### src/rtl/core/assert_macros.svh
// Assertion helpers shared by the RTL.
`ifndef ASSERT_MACROS_SVH
`define ASSERT_MACROS_SVH

// Same-cycle implication, disabled while reset is high.
`define ASSERT_IMP(label, clk, rst, ante, cons) \
   label: assert property (@(posedge clk) disable iff (rst) (ante) |-> (cons)) \
      else $error("assertion failed");

// Next-cycle implication, disabled while reset is high.
`define ASSERT_NEXT(label, clk, rst, ante, cons) \
   label: assert property (@(posedge clk) disable iff (rst) (ante) |=> (cons)) \
      else $error("assertion failed");

`endif

### src/rtl/core/lvsd_pkg.sv
package lvsd_pkg;

   // Field and register widths
   localparam int SAMPLE_W   = 16;
   localparam int CODE_W     = 8;
   localparam int COEFF_W    = 16;
   localparam int GAIN_W     = 12;
   localparam int STEP_W     = 32;
   localparam int LEVEL_W    = 24;
   localparam int CSR_IDX_W  = 2;
   localparam int CSR_DATA_W = 32;

   // Datapath widths: accumulator, multiplier B operand, product, gain*127
   localparam int ACC_W      = 26;
   localparam int MULB_W     = 20;
   localparam int PROD_W     = ACC_W + MULB_W;
   localparam int GAIN127_W  = GAIN_W + 7;

   // Register reset values
   localparam logic [COEFF_W-1:0] COEFF_RESET      = '0;
   localparam logic [GAIN_W-1:0]  VOLUME_RESET     = 12'd3276;
   localparam logic [STEP_W-1:0]  PHASE_STEP_RESET = 32'd9739155;

   // Register indexes on the csr port
   localparam logic [CSR_IDX_W-1:0] CSR_FILTER_COEFF = 2'd0;
   localparam logic [CSR_IDX_W-1:0] CSR_VOLUME_GAIN  = 2'd1;
   localparam logic [CSR_IDX_W-1:0] CSR_PHASE_STEP   = 2'd2;

   // Sine table geometry; only a quarter wave is stored
   localparam int SINE_ENTRIES = 1024;
   localparam int SINE_IDX_W   = $clog2(SINE_ENTRIES);
   localparam int QTR_W        = SINE_IDX_W - 2;
   localparam int QTR_ENTRIES  = 1 << QTR_W;
   localparam int SINE_MAG_W   = 15;
   localparam int SINE_W       = SINE_MAG_W + 1;

   localparam logic [63:0] HALF_PI_Q30 = 64'd1686629713;
   localparam logic [63:0] Q30_ONE     = 64'd1073741824;

   // Micro-operations of the datapath
   typedef enum logic [2:0] {
      UOP_DIFF,    // acc = sample*256 - level
      UOP_MULC,    // prod = acc * coeff
      UOP_UPD,     // level = sat(level + prod>>>16), acc = level
      UOP_MULG,    // prod = acc * gain*127
      UOP_EMIT_F,  // code from filter product
      UOP_PHASE,   // phase += step
      UOP_ROMRD,   // acc = sine(phase) + 32768
      UOP_EMIT_T   // code from tone product
   } uop_type;

   localparam int PC_W = 4;
   typedef logic [PC_W-1:0] pc_type;

   localparam pc_type PC_FILTER = 4'd0;
   localparam pc_type PC_TONE   = 4'd5;

   typedef struct packed {
      uop_type op;
      logic    jump_tone;
      pc_type  target;
      logic    last;
   } ucode_type;

   typedef struct packed {
      logic    fire;
      uop_type op;
   } dp_ctrl_type;

   typedef struct packed {
      logic busy;
      logic done;
   } seq_status_type;

   // Microprogram: filter item runs steps 0..4, tone item jumps from 0 to 5..8
   function automatic ucode_type ucode_word(pc_type pc);
      ucode_type w;
      w = '{op: UOP_DIFF, jump_tone: 1'b0, target: PC_FILTER, last: 1'b0};
      unique case (pc)
         4'd0: w = '{op: UOP_DIFF,   jump_tone: 1'b1, target: PC_TONE,   last: 1'b0};
         4'd1: w = '{op: UOP_MULC,   jump_tone: 1'b0, target: PC_FILTER, last: 1'b0};
         4'd2: w = '{op: UOP_UPD,    jump_tone: 1'b0, target: PC_FILTER, last: 1'b0};
         4'd3: w = '{op: UOP_MULG,   jump_tone: 1'b0, target: PC_FILTER, last: 1'b0};
         4'd4: w = '{op: UOP_EMIT_F, jump_tone: 1'b0, target: PC_FILTER, last: 1'b1};
         4'd5: w = '{op: UOP_PHASE,  jump_tone: 1'b0, target: PC_FILTER, last: 1'b0};
         4'd6: w = '{op: UOP_ROMRD,  jump_tone: 1'b0, target: PC_FILTER, last: 1'b0};
         4'd7: w = '{op: UOP_MULG,   jump_tone: 1'b0, target: PC_FILTER, last: 1'b0};
         4'd8: w = '{op: UOP_EMIT_T, jump_tone: 1'b0, target: PC_FILTER, last: 1'b1};
         default: w = '{op: UOP_EMIT_F, jump_tone: 1'b0, target: PC_FILTER, last: 1'b1};
      endcase
      return w;
   endfunction

   // Sine of r/2^30 quarter turns, Q30 Taylor series to x^15, rounded to Q1.15.
   // Only evaluated at elaboration to build the table.
   function automatic logic [SINE_MAG_W-1:0] quarter_sine(logic [63:0] r);
      logic [63:0]        x;
      logic [63:0]        x2;
      logic [63:0]        t;
      logic signed [63:0] sum;
      logic signed [63:0] v;
      x   = (r * HALF_PI_Q30) >> 30;
      x2  = (x * x) >> 30;
      t   = x;
      sum = $signed(x);
      t   = ((t * x2) >> 30) / 6;
      sum = sum - $signed(t);
      t   = ((t * x2) >> 30) / 20;
      sum = sum + $signed(t);
      t   = ((t * x2) >> 30) / 42;
      sum = sum - $signed(t);
      t   = ((t * x2) >> 30) / 72;
      sum = sum + $signed(t);
      t   = ((t * x2) >> 30) / 110;
      sum = sum - $signed(t);
      t   = ((t * x2) >> 30) / 156;
      sum = sum + $signed(t);
      t   = ((t * x2) >> 30) / 210;
      sum = sum - $signed(t);
      if (sum < 0) begin
         sum = '0;
      end
      v = (sum + 64'sd16384) >>> 15;
      if (v > 64'sd32767) begin
         v = 64'sd32767;
      end
      return v[SINE_MAG_W-1:0];
   endfunction

   function automatic logic [QTR_ENTRIES*SINE_MAG_W-1:0] build_qsine();
      logic [QTR_ENTRIES*SINE_MAG_W-1:0] tbl;
      tbl = '0;
      for (int qi = 0; qi < QTR_ENTRIES; qi++) begin
         tbl[qi*SINE_MAG_W +: SINE_MAG_W] = quarter_sine(64'(qi) << (30 - QTR_W));
      end
      return tbl;
   endfunction

   localparam logic [QTR_ENTRIES*SINE_MAG_W-1:0] QSINE_TABLE = build_qsine();
   localparam logic [SINE_MAG_W-1:0]             SINE_PEAK   = quarter_sine(Q30_ONE);

   // Full-wave lookup from the quarter table; odd quadrants mirror, upper half negates
   function automatic logic signed [SINE_W-1:0] sine_entry(logic [SINE_IDX_W-1:0] idx);
      logic [1:0]            quad;
      logic [QTR_W-1:0]      low;
      logic [QTR_W-1:0]      pos;
      logic [SINE_MAG_W-1:0] mag;
      quad = idx[SINE_IDX_W-1 -: 2];
      low  = idx[QTR_W-1:0];
      pos  = quad[0] ? ~low + QTR_W'(1) : low;
      if (quad[0] && low == '0) begin
         mag = SINE_PEAK;
      end else begin
         mag = QSINE_TABLE[pos*SINE_MAG_W +: SINE_MAG_W];
      end
      return quad[1] ? -$signed({1'b0, mag}) : $signed({1'b0, mag});
   endfunction

endpackage

### src/rtl/core/lvsd_seq.sv
module lvsd_seq (
   input  logic                     clock,
   input  logic                     reset,
   input  logic                     start,
   input  logic                     mode,
   input  logic                     out_free,
   output lvsd_pkg::dp_ctrl_type    ctrl,
   output lvsd_pkg::seq_status_type status
);
   import lvsd_pkg::*;

   logic      busy_ff, busy_in;
   pc_type    pc_ff, pc_in;
   logic      mode_ff;
   ucode_type word;
   logic      advance;
   logic      done;

   // Current control word
   always_comb begin
      word = ucode_word(pc_ff);
   end

   // Last step holds until the output register is free
   assign advance = busy_ff && !(word.last && !out_free);
   assign done    = advance && word.last;

   // Step counter with conditional jump on item mode
   always_comb begin
      pc_in   = pc_ff;
      busy_in = busy_ff;
      if (done) begin
         busy_in = 1'b0;
         pc_in   = PC_FILTER;
      end else if (advance) begin
         pc_in = (word.jump_tone && mode_ff) ? word.target : pc_ff + pc_type'(1);
      end
      if (start) begin
         busy_in = 1'b1;
         pc_in   = PC_FILTER;
      end
   end

   always_ff @(posedge clock) begin
      if (reset) begin
         busy_ff <= 1'b0;
         pc_ff   <= PC_FILTER;
      end else begin
         busy_ff <= busy_in;
         pc_ff   <= pc_in;
      end
   end

   // Item mode, held for the jump in the first step
   always_ff @(posedge clock) begin
      if (start) begin
         mode_ff <= mode;
      end
   end

   assign ctrl.fire   = advance;
   assign ctrl.op     = word.op;
   assign status.busy = busy_ff;
   assign status.done = done;

endmodule

### src/rtl/core/lvsd_datapath.sv
module lvsd_datapath (
   input  logic                                  clock,
   input  logic                                  reset,
   input  logic                                  load,
   input  logic signed [lvsd_pkg::SAMPLE_W-1:0]  sample,
   input  lvsd_pkg::dp_ctrl_type                 ctrl,
   input  logic        [lvsd_pkg::COEFF_W-1:0]   filter_coeff,
   input  logic        [lvsd_pkg::GAIN_W-1:0]    volume_gain,
   input  logic        [lvsd_pkg::STEP_W-1:0]    phase_step,
   output logic        [lvsd_pkg::CODE_W-1:0]    dac_code
);
   import lvsd_pkg::*;

   localparam int UPD_W       = PROD_W - COEFF_W + 1;
   localparam int FILT_SHIFT  = 35;
   localparam int FILT_W      = PROD_W - FILT_SHIFT + 1;
   localparam int TONE_SHIFT  = 27;
   localparam int TONE_W      = 36;
   localparam logic [TONE_W-1:0]        TONE_ROUND = 36'd67108864;
   localparam logic signed [FILT_W-1:0] MIDSCALE   = 12'sd128;
   localparam logic signed [LEVEL_W-1:0] LEVEL_MAX = 24'sh7FFFFF;
   localparam logic signed [LEVEL_W-1:0] LEVEL_MIN = 24'sh800000;

   logic signed [SAMPLE_W-1:0]  sample_ff;
   logic signed [LEVEL_W-1:0]   level_ff, level_in;
   logic        [STEP_W-1:0]    phase_ff, phase_in;
   logic signed [ACC_W-1:0]     a_ff, a_in;
   logic signed [PROD_W-1:0]    p_ff, p_in;
   logic        [CODE_W-1:0]    code_ff, code_in;

   logic        [GAIN127_W-1:0] gain127;
   logic signed [MULB_W-1:0]    b_op;
   logic signed [ACC_W-1:0]     diff;
   logic signed [UPD_W-1:0]     upd_sum;
   logic signed [LEVEL_W-1:0]   level_sat;
   logic signed [FILT_W-1:0]    filt_sum;
   logic        [CODE_W-1:0]    filt_code;
   logic        [TONE_W-1:0]    tone_sum;
   logic        [CODE_W-1:0]    tone_code;
   logic signed [SINE_W-1:0]    sine_val;

   // Volume times 127 by shift and subtract
   assign gain127 = {volume_gain, 7'b0} - GAIN127_W'(volume_gain);

   // Shared multiplier operand select
   assign b_op = (ctrl.op == UOP_MULC) ? $signed(MULB_W'(filter_coeff))
                                       : $signed(MULB_W'(gain127));

   // Filter difference x*256 - y
   assign diff = ACC_W'($signed({sample_ff, 8'h00})) - ACC_W'(level_ff);

   // Level update with floor shift and 24-bit clamp
   assign upd_sum = UPD_W'(level_ff) + UPD_W'(p_ff >>> COEFF_W);
   always_comb begin
      if (upd_sum[UPD_W-1:LEVEL_W-1] == '0 || upd_sum[UPD_W-1:LEVEL_W-1] == '1) begin
         level_sat = upd_sum[LEVEL_W-1:0];
      end else begin
         level_sat = upd_sum[UPD_W-1] ? LEVEL_MIN : LEVEL_MAX;
      end
   end

   // Filter code: 128 + floor(prod / 2^35), saturated
   assign filt_sum = FILT_W'($signed(p_ff[PROD_W-1:FILT_SHIFT])) + MIDSCALE;
   always_comb begin
      if (filt_sum[FILT_W-1]) begin
         filt_code = '0;
      end else if (filt_sum[FILT_W-2:CODE_W] != '0) begin
         filt_code = '1;
      end else begin
         filt_code = filt_sum[CODE_W-1:0];
      end
   end

   // Tone code: round prod / 2^27, saturated; product is never negative
   assign tone_sum  = TONE_W'(p_ff[TONE_W-2:0]) + TONE_ROUND;
   assign tone_code = tone_sum[TONE_W-1] ? '1 : tone_sum[TONE_SHIFT +: CODE_W];

   // Sine lookup at the top phase bits
   assign sine_val = sine_entry(phase_ff[STEP_W-1 -: SINE_IDX_W]);

   // Micro-op execution
   always_comb begin
      a_in     = a_ff;
      p_in     = p_ff;
      level_in = level_ff;
      phase_in = phase_ff;
      code_in  = code_ff;
      if (ctrl.fire) begin
         unique case (ctrl.op)
            UOP_DIFF:   a_in = diff;
            UOP_MULC:   p_in = PROD_W'(a_ff) * PROD_W'(b_op);
            UOP_UPD: begin
               level_in = level_sat;
               a_in     = ACC_W'(level_sat);
            end
            UOP_MULG:   p_in = PROD_W'(a_ff) * PROD_W'(b_op);
            UOP_EMIT_F: code_in = filt_code;
            UOP_PHASE:  phase_in = phase_ff + phase_step;
            UOP_ROMRD:  a_in = ACC_W'({~sine_val[SINE_W-1], sine_val[SINE_W-2:0]});
            UOP_EMIT_T: code_in = tone_code;
            default:    a_in = a_ff;
         endcase
      end
   end

   // Filter and tone state
   always_ff @(posedge clock) begin
      if (reset) begin
         level_ff <= '0;
         phase_ff <= '0;
      end else begin
         level_ff <= level_in;
         phase_ff <= phase_in;
      end
   end

   // Working registers
   always_ff @(posedge clock) begin
      if (load) begin
         sample_ff <= sample;
      end
      a_ff    <= a_in;
      p_ff    <= p_in;
      code_ff <= code_in;
   end

   assign dac_code = code_ff;

endmodule

### src/rtl/core/lowpass_volume_sine_dac_path.sv
// Channel   Ports                                   Dir   Payload
// req       req_valid req_ready                     in    req_mode, req_sample
// rsp       rsp_valid rsp_ready                     out   rsp_dac_code
// csr       csr_valid csr_ready                     in    csr_index, csr_wdata
//
// One item at a time through a nine-step microprogram driving one shared
// 26x20 multiplier; a filter item runs steps 0-4, a tone item 0 and 5-8.
// The next item is taken on the edge at which the result is stored.
// A full output register holds the last step, which stalls the sequencer.
// Synchronous reset clears level, phase and handshake state, presets CSRs.
`include "assert_macros.svh"

module lowpass_volume_sine_dac_path (
   input  logic                                   clock,
   input  logic                                   reset,
   input  logic                                   req_valid,
   output logic                                   req_ready,
   input  logic                                   req_mode,
   input  logic signed [lvsd_pkg::SAMPLE_W-1:0]   req_sample,
   output logic                                   rsp_valid,
   input  logic                                   rsp_ready,
   output logic        [lvsd_pkg::CODE_W-1:0]     rsp_dac_code,
   input  logic                                   csr_valid,
   output logic                                   csr_ready,
   input  logic        [lvsd_pkg::CSR_IDX_W-1:0]  csr_index,
   input  logic        [lvsd_pkg::CSR_DATA_W-1:0] csr_wdata
);
   import lvsd_pkg::*;

   logic [COEFF_W-1:0] filter_coeff_ff;
   logic [GAIN_W-1:0]  volume_gain_ff;
   logic [STEP_W-1:0]  phase_step_ff;
   logic               rsp_valid_ff, rsp_valid_in;
   logic               accept;
   logic               out_free;
   dp_ctrl_type        ctrl;
   seq_status_type     status;

   // Configuration writes, always ready
   assign csr_ready = 1'b1;

   always_ff @(posedge clock) begin
      if (reset) begin
         filter_coeff_ff <= COEFF_RESET;
         volume_gain_ff  <= VOLUME_RESET;
         phase_step_ff   <= PHASE_STEP_RESET;
      end else if (csr_valid && csr_ready) begin
         unique case (csr_index)
            CSR_FILTER_COEFF: filter_coeff_ff <= csr_wdata[COEFF_W-1:0];
            CSR_VOLUME_GAIN:  volume_gain_ff  <= csr_wdata[GAIN_W-1:0];
            CSR_PHASE_STEP:   phase_step_ff   <= csr_wdata[STEP_W-1:0];
            default:          phase_step_ff   <= phase_step_ff;
         endcase
      end
   end

   // Input handshake
   assign req_ready = !status.busy || status.done;
   assign accept    = req_valid && req_ready;

   // Output register handshake
   assign out_free = !rsp_valid_ff || rsp_ready;

   always_comb begin
      rsp_valid_in = rsp_valid_ff;
      if (rsp_ready) begin
         rsp_valid_in = 1'b0;
      end
      if (status.done) begin
         rsp_valid_in = 1'b1;
      end
   end

   always_ff @(posedge clock) begin
      if (reset) begin
         rsp_valid_ff <= 1'b0;
      end else begin
         rsp_valid_ff <= rsp_valid_in;
      end
   end

   assign rsp_valid = rsp_valid_ff;

   lvsd_seq u_seq (
      .clock    (clock),
      .reset    (reset),
      .start    (accept),
      .mode     (req_mode),
      .out_free (out_free),
      .ctrl     (ctrl),
      .status   (status)
   );

   lvsd_datapath u_datapath (
      .clock        (clock),
      .reset        (reset),
      .load         (accept),
      .sample       (req_sample),
      .ctrl         (ctrl),
      .filter_coeff (filter_coeff_ff),
      .volume_gain  (volume_gain_ff),
      .phase_step   (phase_step_ff),
      .dac_code     (rsp_dac_code)
   );

   // A result is only stored into a free output register
   `ASSERT_IMP(a_done_free, clock, reset, status.done, out_free)
   // An accepted item keeps the sequencer busy in the next cycle
   `ASSERT_NEXT(a_accept_busy, clock, reset, accept, status.busy)
   // The output only turns valid from a finished item
   `ASSERT_NEXT(a_rsp_source, clock, reset, !rsp_valid_ff && !status.done, !rsp_valid_ff)

endmodule

### config.mk
export PLATFORM = sky130hd
export DESIGN_NAME = lowpass_volume_sine_dac_path
export DESIGN_NICKNAME = d
export VERILOG_FILES = /design/src/rtl/core/lvsd_pkg.sv /design/src/rtl/core/lvsd_seq.sv /design/src/rtl/core/lvsd_datapath.sv /design/src/rtl/core/lowpass_volume_sine_dac_path.sv
export VERILOG_INCLUDE_DIRS = /design/src /design/src/rtl/core
export SDC_FILE = /design/constraint.sdc
export NUM_CORES = 2
export LEC_CHECK = 0
export ABC_AREA = 1
export BUFFER_PORTS_ARGS = -buffer_cell sky130_fd_sc_hd__buf_4
export CELL_PAD_IN_SITES_DETAIL_PLACEMENT = 0
export CELL_PAD_IN_SITES_GLOBAL_PLACEMENT = 1
export CORE_ASPECT_RATIO = 1.5
export CORE_MARGIN = 2
export CORE_UTILIZATION = 43
export CTS_BUF_LIST = sky130_fd_sc_hd__clkbuf_4 sky130_fd_sc_hd__clkbuf_8 sky130_fd_sc_hd__clkbuf_16
export DETAILED_ROUTE_END_ITERATION = 10
export GPL_TIMING_DRIVEN = 0
export PLACE_DENSITY = 0.72
export SYNTH_ARGS = -nofsm -noshare
export SYNTH_HDL_FRONTEND = slang
export SYNTH_SLANG_ARGS = --single-unit
### constraint.sdc
create_clock -name clock -period 15.3 [get_ports clock]
set_clock_uncertainty 0.1 [all_clocks]
set_input_delay 2.295 -clock clock [delete_from_list [all_inputs] [get_ports clock]]
set_output_delay 2.295 -clock clock [all_outputs]
set_load 0.01 [all_outputs]
==> impl_metrics.yaml <==
timing:
  slew_viol_final: 0
  fin_tns_setup_ns: 0
  rsz0062_at_grt: "false"
  final.period_utilization: 0.651
  whs_ns: 0.371
  timing.slew.headroom: 0.0874
  min_period_ns: 9.96
  fmax_mhz: 100
  tightest_slew_ns: 1.35
  hold_viol: 0
  setup_violations: 0
critical_path:
  worstSetupPathType: "register to register"
  timing.critical_path.mode_cell: "fa_1"
  startpoint_type: "register"
  crit_required_ns: 15.50
  path_max_fanout: 10
  cp_data_arrival_time_ns: 10.16
  cpPeakStageDelay_ns: 0.57
  worstSetupEndpointType: "register"
  reg2regPathDepth: 31
  rrSetupSlack_ns: 5.34
  crit_slowest_cell: "fa_1"
logic_synthesis:
  synth_nets: 5622
  synth_edf_count: 80
  async_flop_share: 0
  yosysWarnings: 0
  netlist_area_sq_um: 34900
  syn_avg_cell_area_sq_um: 7.19
  ys_ff_latch: 207
  syn_inst: 4855
  ys_seq_area_frac: 0.142
  synth_flop_cell: "dfxtp_1"
  synth_cell_types: 57
die:
  fp-row-count: 128
  die_w_microns: 237
  initial_core_util: 0.432
  fp.dieArea_sq_um: 83600
  ios: 67
  fp.dieH_microns: 353
  core-area_sq_um: 80900
grt:
  top_usage_layer: "met2"
  grt_pass1_wl_microns: 212000
  grt_max_degree: 20
  grt_pass1_vias: 34400
  use_met1: 0.360
  overflow: 0
  grt_antenna_before_repair: 1
  grtUsageMet2: 0.647
  use_met3: 0.0379
  track_usage: 0.343
detailed_routing:
  vias_per_cell: 5.44
  firstDrtPassIters: 8
  initialDrtViolationCount: 2474
  wl_per_cell_microns: 23.5
  ant_nets: 0
  drc: 0
  num_vias: 32700
  routed_wl_microns: 141000
cts:
  ctsResizeCount: 0
  cts-root-buf: "clkbuf_16"
  post_cts_buffers: 0
  clkLatencyLatePin_ns: 0.57
  cts_hold_buffers: 0
  clk_pin_slew_worst_paths_ns: 0.06
  clkSinkCount: 207
  h-tree-depth: 1
  cts_tree: "yes"
  cts_made_buffers: 25
  cts_buffer_depth: 3
min_path:
  hold_path_class: "register to register"
  whs_path_depth: 2
placed_design:
  place_congestion: 1.02
  io_buffers: 65
  hpwl_microns: 118000
finish:
  post-route-util: 0.466
  layout.nets: 5721
  drive_above_1_share: 0.0517
  area_delta_synth_final_pct: 7.86
  layout_common_cells: "nand2_1 (1160), inv_1 (954), fa_1 (490), nor2_1 (480), nand3_1 (290)"
  mostFrequentLayoutCell: "nand2_1"
  n_antenna_cell: 0
outcome:
  status: "finished clean"
flow_run:
  drv_cap: 0
==> Yosys cell counts, types with 8 or more instances <==
cell / instances / area [sq um]
nand3_1: 290 / 1450
xor2_1: 66 / 578
dfxtp_1: 127 / 2540
clkbuf_1: 92 / 345
nand4_1: 27 / 169
clkinv_1: 8 / 30.0
o221ai_1: 10 / 87.6
nor2_1: 480 / 1800
fa_1: 490 / 9810
nor3_1: 25 / 125
ha_1: 221 / 2770
o21bai_1: 15 / 113
a31oi_1: 22 / 138
a21o_1: 16 / 120
inv_1: 954 / 3580
nand3b_1: 8 / 60.1
inv_2: 11 / 41.3
buf_4: 11 / 82.6
o21ai_0: 219 / 1100
xnor2_1: 35 / 307
buf_2: 30 / 150
a21oi_1: 246 / 1230
or2_2: 10 / 62.6
nor4_1: 9 / 56.3
nor2_2: 8 / 50.1
nand2_2: 24 / 150
o21ai_1: 31 / 155
buf_1: 18 / 67.6
o21a_1: 9 / 67.6
nand2_4: 10 / 113
buf_6: 14 / 158
nand2_1: 1160 / 4350
o211ai_1: 25 / 188
edfxtp_1: 80 / 2400
==> stage by stage <==
step	cells	cell area, sq um	setup WS (ns)
after floorplan	4855	34900	7.59
after global placement	5960	36700	5.55
after detailed placement	5967	36800	5.46
after CTS	6012	37700	5.40
after global routing	6012	37700	4.92
final	6012	37700	5.34
==> worst max-delay path, delay by kind of cell, from the launching register on <==
family	cells	cell delay [ns]
DFF	1	0.49
and+or+nand+nor	9	1.70
buffers and inverters	9	1.87
AOI/OAI and AO/OA	4	0.96
adders and majority gates	8	4.05
xor gates and xnor gates	1	0.47
==> path summary, 6_finish.rpt <==
kind / to / from
max: u_datapath.p_ff[43]$_DFFE_PP_ / u_seq.word[8]$_SDFF_PP1_
min: filter_coeff_ff[4]$_SDFFE_PP0P_ / filter_coeff_ff[4]$_SDFFE_PP0P_
max reg2reg: u_datapath.p_ff[43]$_DFFE_PP_ / u_seq.word[8]$_SDFF_PP1_
min reg2reg: filter_coeff_ff[4]$_SDFFE_PP0P_ / filter_coeff_ff[4]$_SDFFE_PP0P_
==> final cells by class <==
type	instances	area, sq um
Fill cell	8661	43200
Buffer	166	818
Multi-Input combinational cell	3508	25500
Tap cell	1040	1300
Clock inverter	19	209
Clock buffer	26	639
Sequential cell	207	4940
Timing Repair Buffer	72	563
Inverter	974	3660
==> kinds of logic (layout without fill, tap and decap cells) <==
logic type               after synthesis  count (layout)  share of synthesized area
AND/OR/NAND/NOR                     2063            2063                      0.244
adder cells (fa/ha/maj)              711             711                      0.360
buffers and inverters               1140            1257                      0.128
AO/OA/AOI/OAI                        632             632                      0.101
other                                  1               1                   0.000107
flip-flops                           207             207                      0.142
XOR/XNOR                             101             101                     0.0253
==> state kept, by name, summed over array words and instances (netlist names) <==
name / flops
u_datapath.a_ff: 25
rsp_valid: 1
u_datapath.p_ff: 30
u_datapath.dac_code: 8
phase_step_ff: 32
u_datapath.sample_ff: 16
u_seq.pc_ff: 4
u_seq.word: 5
u_datapath.level_ff: 24
u_datapath.phase_ff: 32
u_seq.mode_ff: 1
volume_gain_ff: 12
u_seq.busy_ff: 1
filter_coeff_ff: 16
==> layer usage <==
layer / share of wire / vias up
li1: - / 15200
met1: 0.35 / 16000
met2: 0.53 / 1042
met3: 0.044 / 438
met4: 0.074 / 2
met5: 0.000085 / -
Power is not shown: default switching activity piles up to over one toggle a cycle in this logic, so the estimate is an artifact.
